$ cat src/rtl/ctwl_pkg.sv
// shared types, constants and the divider step of the ct window/level mapper
package ctwl_pkg;

  localparam int unsigned SAMPLE_BITS = 16;
  localparam int unsigned SAMPLE_W    = 16;
  localparam int unsigned PARAM_W     = 16;
  localparam int unsigned CALC_W      = PARAM_W + 2;
  localparam int unsigned CHAN_W      = 8;
  localparam int unsigned IDX_W       = 2;
  localparam int unsigned DIV_STAGES  = 4;
  localparam int unsigned DIV_STEPS   = CHAN_W / DIV_STAGES;

  localparam logic [IDX_W-1:0] REG_CENTER    = 2'd0;
  localparam logic [IDX_W-1:0] REG_WIDTH     = 2'd1;
  localparam logic [IDX_W-1:0] REG_SEG_EN    = 2'd2;
  localparam logic [IDX_W-1:0] REG_THRESHOLD = 2'd3;

  localparam logic [CHAN_W-1:0] CHAN_MAX  = 8'hFF;
  localparam logic [CHAN_W-1:0] CHAN_ZERO = 8'h00;

  // flags that ride along with the quotient
  typedef struct packed {
    logic seg;
    logic lo;
    logic hi;
  } ctl_t;

  // restoring divider state: control flags, partial remainder, dividend bits left, quotient
  typedef struct packed {
    ctl_t              ctl;
    logic [PARAM_W-1:0] rem;
    logic [CHAN_W-1:0]  dl;
    logic [CHAN_W-1:0]  quo;
  } div_t;

  // one radix-2 step against the window width
  function automatic div_t div_step(input div_t s, input logic [PARAM_W-1:0] w);
    div_t             r;
    logic [PARAM_W:0] t;
    logic [PARAM_W:0] diff;
    r    = s;
    t    = {s.rem, s.dl[CHAN_W-1]};
    diff = t - {1'b0, w};
    if (t >= {1'b0, w}) begin
      r.rem = diff[PARAM_W-1:0];
      r.quo = {s.quo[CHAN_W-2:0], 1'b1};
    end else begin
      r.rem = t[PARAM_W-1:0];
      r.quo = {s.quo[CHAN_W-2:0], 1'b0};
    end
    r.dl = {s.dl[CHAN_W-2:0], 1'b0};
    return r;
  endfunction

endpackage

$ cat src/rtl/ct_window_level_with_threshold_mask.sv
// ct window/level grey mapper with magenta threshold overlay, pipelined
//
// usage:
//  - slave stream s_axis_*: one signed voxel sample per beat, raster order
//  - master stream m_axis_*: one rgba pixel per beat, same order, one per sample
//  - cfg port: cfg_we_i writes cfg_wdata_i into register cfg_idx_i
//    (0 center, 1 width, 2 segmentation enable, 3 threshold); write only
//    while the pipeline is empty
//  - each accepted sample passes the front, scaling, divider and output stages
//  - throughput: one pixel per clock unless stalled; the 255*n/width quotient
//    is built by a restoring divider spread over four stages, two quotient bits each
//  - a stalled receiver holds the output beat; each stage keeps its beat
//    until the next stage frees up, so bubbles close and nothing is lost
//  - reset empties the pipeline and loads center 40, width 400,
//    segmentation off, threshold 0
//  - a segmented pixel comes out as 255,0,255,255 with tuser set
module ct_window_level_with_threshold_mask (
  input  logic                         clk_i,
  input  logic                         rst_ni,
  // tdata: sample[15:0]
  input  logic                         s_axis_tvalid,
  output logic                         s_axis_tready,
  input  logic [ctwl_pkg::SAMPLE_W-1:0] s_axis_tdata,
  // tdata: red[7:0], green[15:8], blue[23:16], alpha[31:24]
  output logic                         m_axis_tvalid,
  input  logic                         m_axis_tready,
  output logic [4*ctwl_pkg::CHAN_W-1:0] m_axis_tdata,
  // tuser: segmented[0]
  output logic                         m_axis_tuser,
  input  logic                         cfg_we_i,
  input  logic [ctwl_pkg::IDX_W-1:0]   cfg_idx_i,
  input  logic [ctwl_pkg::PARAM_W-1:0] cfg_wdata_i
);
  import ctwl_pkg::*;

  // stage 0 front compare, stage 1 scaling, stages 2..5 divider, stage 6 output
  localparam int unsigned NSTG = DIV_STAGES + 3;

  // configuration registers
  logic signed [PARAM_W-1:0] center_q;
  logic        [PARAM_W-1:0] width_q;
  logic                      seg_en_q;
  logic signed [PARAM_W-1:0] thresh_q;

  always_ff @(posedge clk_i or negedge rst_ni) begin
    if (!rst_ni) begin
      center_q <= 16'sd40;
      width_q  <= 16'd400;
      seg_en_q <= 1'b0;
      thresh_q <= 16'sd0;
    end else if (cfg_we_i) begin
      unique case (cfg_idx_i)
        REG_CENTER:    center_q <= cfg_wdata_i;
        REG_WIDTH:     width_q  <= cfg_wdata_i;
        REG_SEG_EN:    seg_en_q <= cfg_wdata_i[0];
        REG_THRESHOLD: thresh_q <= cfg_wdata_i;
      endcase
    end
  end

  // per-stage valid and load enables
  logic [NSTG-1:0] vld_q;
  logic [NSTG-1:0] rdy;
  logic [NSTG-1:0] vin;

  always_comb begin
    rdy[NSTG-1] = !vld_q[NSTG-1] || m_axis_tready;
    for (int k = NSTG - 2; k >= 0; k--) begin
      rdy[k] = !vld_q[k] || rdy[k+1];
    end
    vin = {vld_q[NSTG-2:0], s_axis_tvalid};
  end

  always_ff @(posedge clk_i or negedge rst_ni) begin
    if (!rst_ni) begin
      vld_q <= '0;
    end else begin
      for (int k = 0; k < NSTG; k++) begin
        if (rdy[k]) begin
          vld_q[k] <= vin[k];
        end
      end
    end
  end

  assign s_axis_tready = rdy[0];

  // stage 0: window limits, threshold compare, offset into the window
  logic signed [CALC_W-1:0] smp;
  logic signed [CALC_W-1:0] half;
  logic signed [CALC_W-1:0] ctr;
  logic signed [CALC_W-1:0] thr;
  logic signed [CALC_W-1:0] lo_lim;
  logic signed [CALC_W-1:0] hi_lim;
  logic signed [CALC_W-1:0] offs;
  ctl_t                     ctl0_d;
  ctl_t                     ctl0_q;
  logic [PARAM_W-1:0]       offs_q;

  always_comb begin
    smp    = CALC_W'(signed'(s_axis_tdata[SAMPLE_BITS-1:0]));
    half   = signed'({3'b000, width_q[PARAM_W-1:1]});
    ctr    = CALC_W'(center_q);
    thr    = CALC_W'(thresh_q);
    lo_lim = ctr - half;
    hi_lim = ctr + half;
    offs   = smp - lo_lim;
    ctl0_d.seg = seg_en_q && (smp > thr);
    ctl0_d.lo  = smp <= lo_lim;
    ctl0_d.hi  = smp >= hi_lim;
  end

  always_ff @(posedge clk_i) begin
    if (rdy[0] && vin[0]) begin
      ctl0_q <= ctl0_d;
      offs_q <= offs[PARAM_W-1:0];
    end
  end

  // stage 1: dividend 255*n = (n << 8) - n, split into remainder seed and low bits
  div_t                        div_q [DIV_STAGES+1];
  logic [PARAM_W+CHAN_W-1:0]   dvd;
  div_t                        div0_d;

  always_comb begin
    dvd        = {offs_q, CHAN_ZERO} - {{CHAN_W{1'b0}}, offs_q};
    div0_d.ctl = ctl0_q;
    div0_d.rem = dvd[PARAM_W+CHAN_W-1:CHAN_W];
    div0_d.dl  = dvd[CHAN_W-1:0];
    div0_d.quo = '0;
  end

  always_ff @(posedge clk_i) begin
    if (rdy[1] && vin[1]) begin
      div_q[0] <= div0_d;
    end
  end

  // stages 2..5: two quotient bits per stage
  for (genvar j = 0; j < DIV_STAGES; j++) begin : g_div
    div_t nxt;
    always_comb begin
      nxt = div_q[j];
      for (int s = 0; s < DIV_STEPS; s++) begin
        nxt = div_step(nxt, width_q);
      end
    end
    always_ff @(posedge clk_i) begin
      if (rdy[j+2] && vin[j+2]) begin
        div_q[j+1] <= nxt;
      end
    end
  end

  // stage 6: colour select into the output register
  div_t              last;
  logic [CHAN_W-1:0] grey;
  logic [CHAN_W-1:0] red_d, green_d, blue_d;
  logic [CHAN_W-1:0] red_q, green_q, blue_q;
  logic              seg_q;

  always_comb begin
    last = div_q[DIV_STAGES];
    if (last.ctl.lo) begin
      grey = CHAN_ZERO;
    end else if (last.ctl.hi) begin
      grey = CHAN_MAX;
    end else begin
      grey = last.quo;
    end
    if (last.ctl.seg) begin
      red_d   = CHAN_MAX;
      green_d = CHAN_ZERO;
      blue_d  = CHAN_MAX;
    end else begin
      red_d   = grey;
      green_d = grey;
      blue_d  = grey;
    end
  end

  always_ff @(posedge clk_i) begin
    if (rdy[NSTG-1] && vin[NSTG-1]) begin
      red_q   <= red_d;
      green_q <= green_d;
      blue_q  <= blue_d;
      seg_q   <= last.ctl.seg;
    end
  end

  assign m_axis_tvalid = vld_q[NSTG-1];
  assign m_axis_tdata  = {CHAN_MAX, blue_q, green_q, red_q};
  assign m_axis_tuser  = seg_q;

endmodule

$ cat config.mk
export PLATFORM = sky130hd
export DESIGN_NAME = ct_window_level_with_threshold_mask
export DESIGN_NICKNAME = d
export VERILOG_FILES = /design/src/rtl/ctwl_pkg.sv /design/src/rtl/ct_window_level_with_threshold_mask.sv
export SDC_FILE = /design/constraint.sdc
export NUM_CORES = 1
export LEC_CHECK = 0
export BUFFER_PORTS_ARGS = -buffer_cell sky130_fd_sc_hd__buf_2
export CAP_MARGIN = 30
export CORE_MARGIN = 2
export CORE_UTILIZATION = 51
export CTS_BUF_LIST = sky130_fd_sc_hd__clkbuf_16
export CTS_CLUSTER_SIZE = 20
export DETAILED_ROUTE_END_ITERATION = 8
export PLACE_DENSITY = 0.68
export SLEW_MARGIN = 0
export SYNTH_ARGS = -nofsm -noshare
export SYNTH_HDL_FRONTEND = slang
export SYNTH_SLANG_ARGS = --single-unit
$ cat constraint.sdc
create_clock -name clk_i -period 10.65 [get_ports clk_i]
set_input_delay 2.13 -clock clk_i [delete_from_list [all_inputs] [get_ports clk_i]]
set_output_delay 2.13 -clock clk_i [all_outputs]
set_load 0.03 [all_outputs]
==> metrics.log, run 1 <==
INFO  metric buffers_inserted_during_post_cts_setup_optimization = 0
INFO  metric ys.flop_type = edfxtp_1
INFO  metric setup.worst_path.end_class = flop
INFO  metric post-synth-top-count-cell = ha_1
INFO  metric areaGrowthSynthToFinish = 9.78%
INFO  metric cp_data_arrival_time = 6620 ps
INFO  metric route.final.wire_length = 41.4 mm
INFO  metric hold_buffers = 0
INFO  metric synth_edf_count = 155
INFO  metric critPathRequiredTime = 10950 ps
INFO  metric critPathMostFrequentCell = ha_1
INFO  metric globalRouteOverflowTotal = 0
INFO  metric critical-path-max-stage-delay = 550 ps
INFO  metric grt_setup_unrepaired = no
INFO  metric synth-seq-cells = 211
INFO  metric synth-seq-area-share = 35.8%
INFO  metric report.final.slew_viol_count = 0
INFO  metric wl_per_cell = 18.8 µm
INFO  metric maxClockFrequency = 158 MHz
INFO  metric finalNonFillerCells = 2195
INFO  metric dieArea = 0.0347 mm²
INFO  metric timing.clock.skew = 28.3 ps
INFO  metric synthDominantAreaCellType = edfxtp_1
INFO  metric kind_of_launch_point_of_the_worst_setup_path = flop
INFO  metric clock_latency_at_the_later_pin_of_the_worst_skew_pair = 550 ps
INFO  metric critical_path.max_fanout = 27
INFO  metric route.detailed.drc = 0
INFO  metric utilization = 57.0%
INFO  metric tritoncts_clock_tree = done
INFO  metric synth_top_area_share = 27.5%
INFO  metric hold_viol_final = 0
INFO  metric path_class = flop to flop
INFO  metric cts.reportedPaths.clkPinSlew = 60 ps
INFO  metric cpMaxStageDelayCell = dfstp_2
INFO  metric detail-route-antenna-nets = 0
INFO  metric global_route_usage_sum = 24.2%
INFO  metric placer_s_final_routability_congestion_estimate = 0.901
INFO  metric grt_first_pass_wirelength = 65.3 mm
INFO  metric max_slew.worst_pin.slew = 944 ps
INFO  metric cp_top_family = compound AO/OA/AOI/OAI gates
INFO  metric dp.final_hpwl = 32.1 mm
INFO  metric grt_pass1_vias = 12600
INFO  metric numPlacedInstances = 2148
INFO  metric worstPathBufferInverterCount = 2
INFO  metric multiInputGateArea = 0.0103 mm²
INFO  metric syn_area_per_cell = 10.2 µm²
INFO  metric ys_async_sr_fraction = 26.5%
INFO  metric dieWidth = 186 µm
INFO  metric layout-drive-gt1-share = 15.5%
INFO  metric antenna_cells_inserted = 0
INFO  metric syn-cell-area = 0.0169 mm²
INFO  metric std_cell_rows = 66
INFO  metric i_o_pin_count = 74
INFO  metric layout_worst_path_cycle_share = 59.3%
INFO  metric ys_warn_count = 0
INFO  metric run_status = complete, no violations
INFO  metric postCtsResizedCells = 0
INFO  metric relSlewSlack = 35.5%
INFO  metric tritoncts.num_buffers = 25
INFO  metric maxCapViolations = 0
INFO  metric floorplan.initialDensity = 51.9%
INFO  metric die_h = 186 µm
INFO  metric setup_total_negative_slack = 0 ps
INFO  metric cts_max_level = 1
INFO  metric holdCritPathClass = flop to flop
INFO  metric via_count = 12800
INFO  metric netlist-cell-type-count = 72
INFO  metric root_buffer = clkbuf_16
INFO  metric drtIter0Drc = 787
INFO  metric num-fill-cells = 2795
INFO  metric vias_per_cell = 5.82
INFO  metric buffer_ports.inserted = 65
INFO  metric antenna_violations_before_repair = 0
INFO  metric holdWs = 406 ps
INFO  metric synth_common_cells = 217 x ha_1, 155 x edfxtp_1, 114 x inv_1, 112 x mux2_2, 110 x a21oi_1
INFO  metric grt_start_max_net_pins = 57
INFO  metric synth.top_cells.by_area = edfxtp_1 27%, ha_1 16%, dfrtp_1 7.5%
INFO  metric finish.net_count = 2000
INFO  metric report.final.setup_viol = 0
INFO  metric crit_path_cell_trace = inv_1 -> ha_1 -> nand2_1 -> or2_2 -> o31ai_1 -> a21boi_2 -> buf_4 -> o21ai_0 -> ha_1 -> nor2b_1 -> o31a_1 -> or4b_1 -> a221o_1 -> a22o_1 -> o21a_1 -> o21ai_2 -> o2111ai_4 -> mux2_4
INFO  metric fp.coreArea = 0.0326 mm²
INFO  metric max-clock-path-buffers = 3
INFO  metric cts.sink_count = 211
INFO  metric drt-pass1-iter-count = 5
INFO  metric syn_inst = 1663
INFO  metric fin_crit = 6310 ps
INFO  metric seqCellArea = 0.00606 mm²
## layer usage
metal  GRT usage, %  routed length (µm)
met5              0                   0
met4           8.88                1460
met3           3.43                2060
met2           41.6               19400
met1           31.2               18400
## layout by cell type, fill, tap and decap left out, drive strengths merged, types with 6 or more instances in the layout
cell type,count
and2,9
or2,20
xnor2,107
nor2,104
nor2b,24
o31ai,11
ha,217
nor4,9
edfxtp,155
o21ai,85
o41ai,6
o21bai,22
a211oi,14
mux2,120
nor3,31
nand2,81
a21boi,6
and3,12
buf,77
a21o,41
o21a,41
o2111ai,6
clkinv,10
or3,6
conb,8
xor2,36
fa,10
a21oi,110
nand4,26
clkbuf,28
nand2b,27
nand3,30
inv,121
a31oi,10
dfrtp,51
mux2i,6
o211ai,12
## worst reg2reg max path, cell delays in order (launching register included)
cell and delay (ps):
dfstp_2 550, inv_1 270, ha_1 490, nand2_1 120
or2_2 290, o31ai_1 510, a21boi_2 90, buf_4 240
o21ai_0 390, ha_1 330, nor2b_1 160, o31a_1 270
or4b_1 500, a221o_1 380, a22o_1 270, o21a_1 190
o21ai_2 150, o2111ai_4 410, mux2_4 440
## flip-flops by register name, indices dropped and copies added, names as in the netlist
| register | cells |
|---|---|
| vld_q | 7 |
| m_axis_tuser | 1 |
| seg_en_q | 1 |
| ctl0_q | 3 |
| offs_q | 16 |
| thresh_q | 16 |
| blue_q | 8 |
| width_q | 16 |
| div_q | 119 |
| center_q | 16 |
| green_q | 8 |
## path summary, 6_finish.rpt
path	cells past startpoint	slack (ps)	to	from
max in group asynchronous	2	8390	width_q[14]$_DFFE_PN0P_	rst_ni
min reg2reg	0	410	div_q[0][45]$_DFFE_PP_	div_q[0][8]$_DFFE_PP_
min	0	410	div_q[0][45]$_DFFE_PP_	div_q[0][8]$_DFFE_PP_
min in group asynchronous	2	1700	seg_en_q$_DFFE_PN0P_	rst_ni
max	18	4340	div_q[0][129]$_DFFE_PP_	width_q[7]$_DFFE_PN1P_
max reg2reg	18	4340	div_q[0][129]$_DFFE_PP_	width_q[7]$_DFFE_PN1P_
## logic make-up after synthesis
family / count (synthesis) / share of synthesized area [%]
simple gates: 392 / 11.4
compound gates: 408 / 15.8
xor+xnor: 143 / 7.40
other cells: 1 / 0.0221
fa+ha+maj: 227 / 17.2
mux: 126 / 8.51
flops: 211 / 35.8
buf+inv: 155 / 3.86
## area by class of cell
| class | instances | share of cell area [%] |
|---|---|---|
| sequential | 211 | 32.6 |
| tap | 442 | 2.98 |
| clock inverter | 18 | 0.841 |
| multi-input combinational | 1304 | 55.2 |
| inverter | 115 | 2.32 |
| clock buffer | 28 | 3.77 |
| timing repair buffer | 77 | 2.28 |
## per-stage QoR
step	instance area, µm²	worst slack (ps)
2_1_floorplan	17000	4760
3_3_place_gp	17700	4580
3_5_place_dp	17700	4420
4_1_cts	18600	4390
5_1_grt	18600	3930
6_report	18600	4340
Power of run 1 is left out: the tool's default activity adds up to more than one toggle a clock period on the data nets, which glitch-free logic cannot reach.
==> run 2, diff against run 1 <==
Settings changed: ABC_AREA from default to 1.
Clock period 10.65 ns to 6.15 ns, I/O delays scaled along.
==> metrics.log, run 2 <==
INFO  metric synth_simple_gate_area_share = 28.2% (+17 points)
INFO  metric holdCritPathClass = flop to flop
INFO  metric worstPathBufferInverterCount = 3 (+1)
INFO  metric i_o_pin_count = 74 (unchanged)
INFO  metric syn_area_per_cell = 7.50 µm² (-26%)
INFO  metric fp.coreArea = 0.0364 mm² (+12%)
INFO  metric clock_latency_at_the_later_pin_of_the_worst_skew_pair = 540 ps (about the same)
INFO  metric cp_top_family = simple AND/OR/NAND/NOR gates
INFO  metric syn-cell-area = 0.0188 mm² (+11%)
INFO  metric antenna_cells_inserted = 0 (unchanged)
INFO  metric synth.area.mux_share = 0% (-8.5 points)
INFO  metric areaGrowthSynthToFinish = 8.72%
INFO  metric report.final.setup_viol = 0 (unchanged)
INFO  metric globalRouteOverflowTotal = 0 (unchanged)
INFO  metric critPathMostFrequentCell = nand2_1
INFO  metric dieWidth = 196 µm (+5.1%)
INFO  metric synth-compound-area-share = 9.88% (-5.9 points)
INFO  metric die_h = 196 µm (+5.1%)
INFO  metric drtIter0Drc = 1199 (+52%)
INFO  metric cp_data_arrival_time = 5290 ps (-1330 ps)
INFO  metric run_status = complete, no violations
INFO  metric timing.clock.skew = 20.2 ps (-8.11 ps)
INFO  metric launch_instance_of_the_worst_register_to_register_path = width_q[7]$_DFFE_PN1P_
INFO  metric synth_common_cells = 770 x nand2_1, 322 x inv_1, 217 x ha_1, 188 x nand3_1, 155 x edfxtp_1
INFO  metric wl_per_cell = 16.9 µm (-10%)
INFO  metric synth.top_cells.by_area = edfxtp_1 25%, nand2_1 15%, ha_1 14%
INFO  metric grt_first_pass_wirelength = 81.8 mm (+25%)
INFO  metric global_route_usage_sum = 26.9% (+2.7 points)
INFO  metric worst_setup_path_startpoint = width_q[7]$_DFFE_PN1P_
INFO  metric drt-pass1-iter-count = 6 (+1)
INFO  metric hold_depth = 0 (unchanged)
INFO  metric worst_hold_startpoint = div_q[0][33]$_DFFE_PP_
INFO  metric finish.net_count = 2837 (+42%)
INFO  metric critPathRequiredTime = 6430 ps (-4520 ps)
INFO  metric relSlewSlack = 47.6% (+12 points)
INFO  metric ys_warn_count = 0 (unchanged)
INFO  metric final_common_cell = nand2_1
INFO  metric max-clock-path-buffers = 3 (unchanged)
INFO  metric finalNonFillerCells = 3058 (+39%)
INFO  metric syn_inst = 2501 (+50%)
INFO  metric numPlacedInstances = 3011 (+40%)
INFO  metric holdWs = 412 ps (+5.35 ps)
INFO  metric mostFrequentLayoutCells = 770 x nand2_1, 327 x inv_1, 217 x ha_1
INFO  metric post-synth-top-count-cell = nand2_1
INFO  metric buffer_ports.inserted = 65 (unchanged)
INFO  metric crit_path_cell_trace = inv_1 -> ha_1 -> nand2_1 -> inv_1 -> a21oi_2 -> nand3_1 -> nand3_2 -> nand2_4 -> inv_2 -> nand2_1 -> nand2_1 -> ha_1 -> a21oi_1 -> o21ai_0 -> a21oi_1 -> nand2_1 -> nand2_1 -> nand2_1 -> nand2_1 -> nand3_4 -> nand2_1 -> nand2_1
INFO  metric buffers_inserted_during_post_cts_setup_optimization = 0 (unchanged)
INFO  metric synth_adder_area_share = 15.5% (-1.7 points)
INFO  metric fin_crit = 5010 ps (-1300 ps)
INFO  metric dp.final_hpwl = 41.3 mm (+29%)
INFO  metric netlist-cell-type-count = 51 (-29%)
INFO  metric register_with_the_highest_flop_count = div_q
INFO  metric grt_setup_unrepaired = no
INFO  metric r2r-end = div_q[0][132]$_DFFE_PP_
INFO  metric tritoncts.num_buffers = 25 (unchanged)
INFO  metric route.detailed.drc = 0 (unchanged)
INFO  metric postCtsResizedCells = 0 (unchanged)
INFO  metric critical-path-max-stage-delay = 540 ps (about the same)
INFO  metric synth-seq-cells = 211 (unchanged)
INFO  metric root_buffer = clkbuf_16
INFO  metric cpMaxStageDelayCell = dfstp_2
INFO  metric tritoncts_clock_tree = done
INFO  metric setup.worst_path.end_class = flop
INFO  metric path_class = flop to flop
INFO  metric maxCapViolations = 0 (unchanged)
INFO  metric hold_buffers = 0 (unchanged)
INFO  metric antenna_violations_before_repair = 0 (unchanged)
INFO  metric grt_pass1_vias = 15800 (+25%)
INFO  metric floorplan.initialDensity = 51.5% (-0.42 points)
INFO  metric setup_total_negative_slack = 0 ps (unchanged)
INFO  metric cts.reportedPaths.clkPinSlew = 60 ps (about the same)
INFO  metric report.final.slew_viol_count = 0 (unchanged)
INFO  metric critical_path.max_fanout = 19 (-30%)
INFO  metric worst_hold_path.endpoint = div_q[0][68]$_DFFE_PP_
INFO  metric vias_per_cell = 5.42 (-6.9%)
INFO  metric ys.flop_type = edfxtp_1
INFO  metric synth_top_area_share = 24.8% (-2.7 points)
INFO  metric combinational_family_with_the_most_area_after_synthesis = simple AND/OR/NAND/NOR gates
INFO  metric synthDominantAreaCellType = edfxtp_1
INFO  metric largest_register_ffs = 119 (unchanged)
INFO  metric reg2reg_depth = 22 (+4)
INFO  metric route.final.wire_length = 51.6 mm (+25%)
INFO  metric layout_worst_path_cycle_share = 81.4% (+22 points)
INFO  metric grt_start_max_net_pins = 57 (unchanged)
INFO  metric ys_async_sr_fraction = 26.5% (unchanged)
INFO  metric yosys.area_share.xor_xnor = 5.65% (-1.7 points)
INFO  metric dieArea = 0.0383 mm² (+11%)
INFO  metric placer_s_final_routability_congestion_estimate = 0.995 (+10%)
INFO  metric via_count = 16600 (+30%)
INFO  metric utilization = 56.0% (-1.0 points)
INFO  metric synth-seq-area-share = 32.3% (-3.5 points)
INFO  metric cts_max_level = 1 (unchanged)
INFO  metric kind_of_launch_point_of_the_worst_setup_path = flop
INFO  metric max_slew.worst_pin.slew = 785 ps (-158 ps)
INFO  metric timing.reg2reg.setup_slack = 1140 ps (-3200 ps)
INFO  metric synth_edf_count = 155 (unchanged)
INFO  metric detail-route-antenna-nets = 0 (unchanged)
INFO  metric hold_viol_final = 0 (unchanged)
INFO  metric cts.sink_count = 211 (unchanged)
INFO  metric maxClockFrequency = 200 MHz (+26%)
INFO  metric std_cell_rows = 70 (+6.1%)
INFO  metric layout-drive-gt1-share = 8.15% (-7.4 points)
## run 2: cell types whose count changed after synthesis, moves of 39 or more
| cell | change |
|---|---|
| xor2_1 | +55 |
| inv_1 | +208 |
| o21ai_0 | +40 |
| mux2_2 | -112 |
| xnor2_1 | -77 |
| nand2_1 | +689 |
| o21a_1 | -39 |
| nand3_1 | +158 |
## run 2: cell type report
cell class,instances,area (µm²)
fillers,3502,16000
clock buffers,26,651
inverters,328,1230
flip-flops and latches,211,6060
clock inverters,20,136
multi-input cells,1917,11200
well taps,468,586
repair buffers,88,573
## run 2: worst max-delay path by stage
stage | end | cells past startpoint | slack, ps
detailed placement | div_q[0][121]$_DFFE_PP_ | 23 | 1280
floorplan | div_q[0][59]$_DFFE_PP_ | 25 | 2380
finish | div_q[0][132]$_DFFE_PP_ | 22 | 1140
global placement | div_q[0][131]$_DFFE_PP_ | 23 | 1330
global route | div_q[0][129]$_DFFE_PP_ | 23 | 820
CTS | div_q[0][132]$_DFFE_PP_ | 23 | 1240
## run 2: cells by family after synthesis
| kind of cell | Yosys count |
|---|---|
| AOI/OAI and AO/OA | 336 |
| xor gates and xnor gates | 121 |
| adders and majority gates | 227 |
| buffers and inverters | 380 |
| DFF | 211 |
| other | 1 |
| and+or+nand+nor | 1225 |
## run 2: worst reg2reg max path: stages (launching register included)
cell	delay, ps
dfstp_2	540
inv_1	330
ha_1	510
nand2_1	130
inv_1	100
a21oi_2	210
nand3_1	190
nand3_2	140
nand2_4	140
inv_2	250
nand2_1	80
nand2_1	100
ha_1	280
a21oi_1	230
o21ai_0	120
a21oi_1	130
nand2_1	110
nand2_1	90
nand2_1	80
nand2_1	500
nand3_4	310
nand2_1	140
nand2_1	60
## run 2: stage by stage
step | area [µm²] | setup slack [ps]
floorplan | 18800 | 2380
global placement | 19500 | 1330
detailed placement | 19600 | 1280
CTS | 20400 | 1240
global route | 20400 | 817
finish | 20400 | 1140
## run 2: metal layers
layer	share of wire (%)	GRT usage, %	vias up
met5	0	0	-
met4	5.1	12.3	0
met2	44	43.8	493
met1	45	36.4	7591
li1	-	-	8365
met3	5.4	2.82	117
Power of run 2 is left out for the same reason.
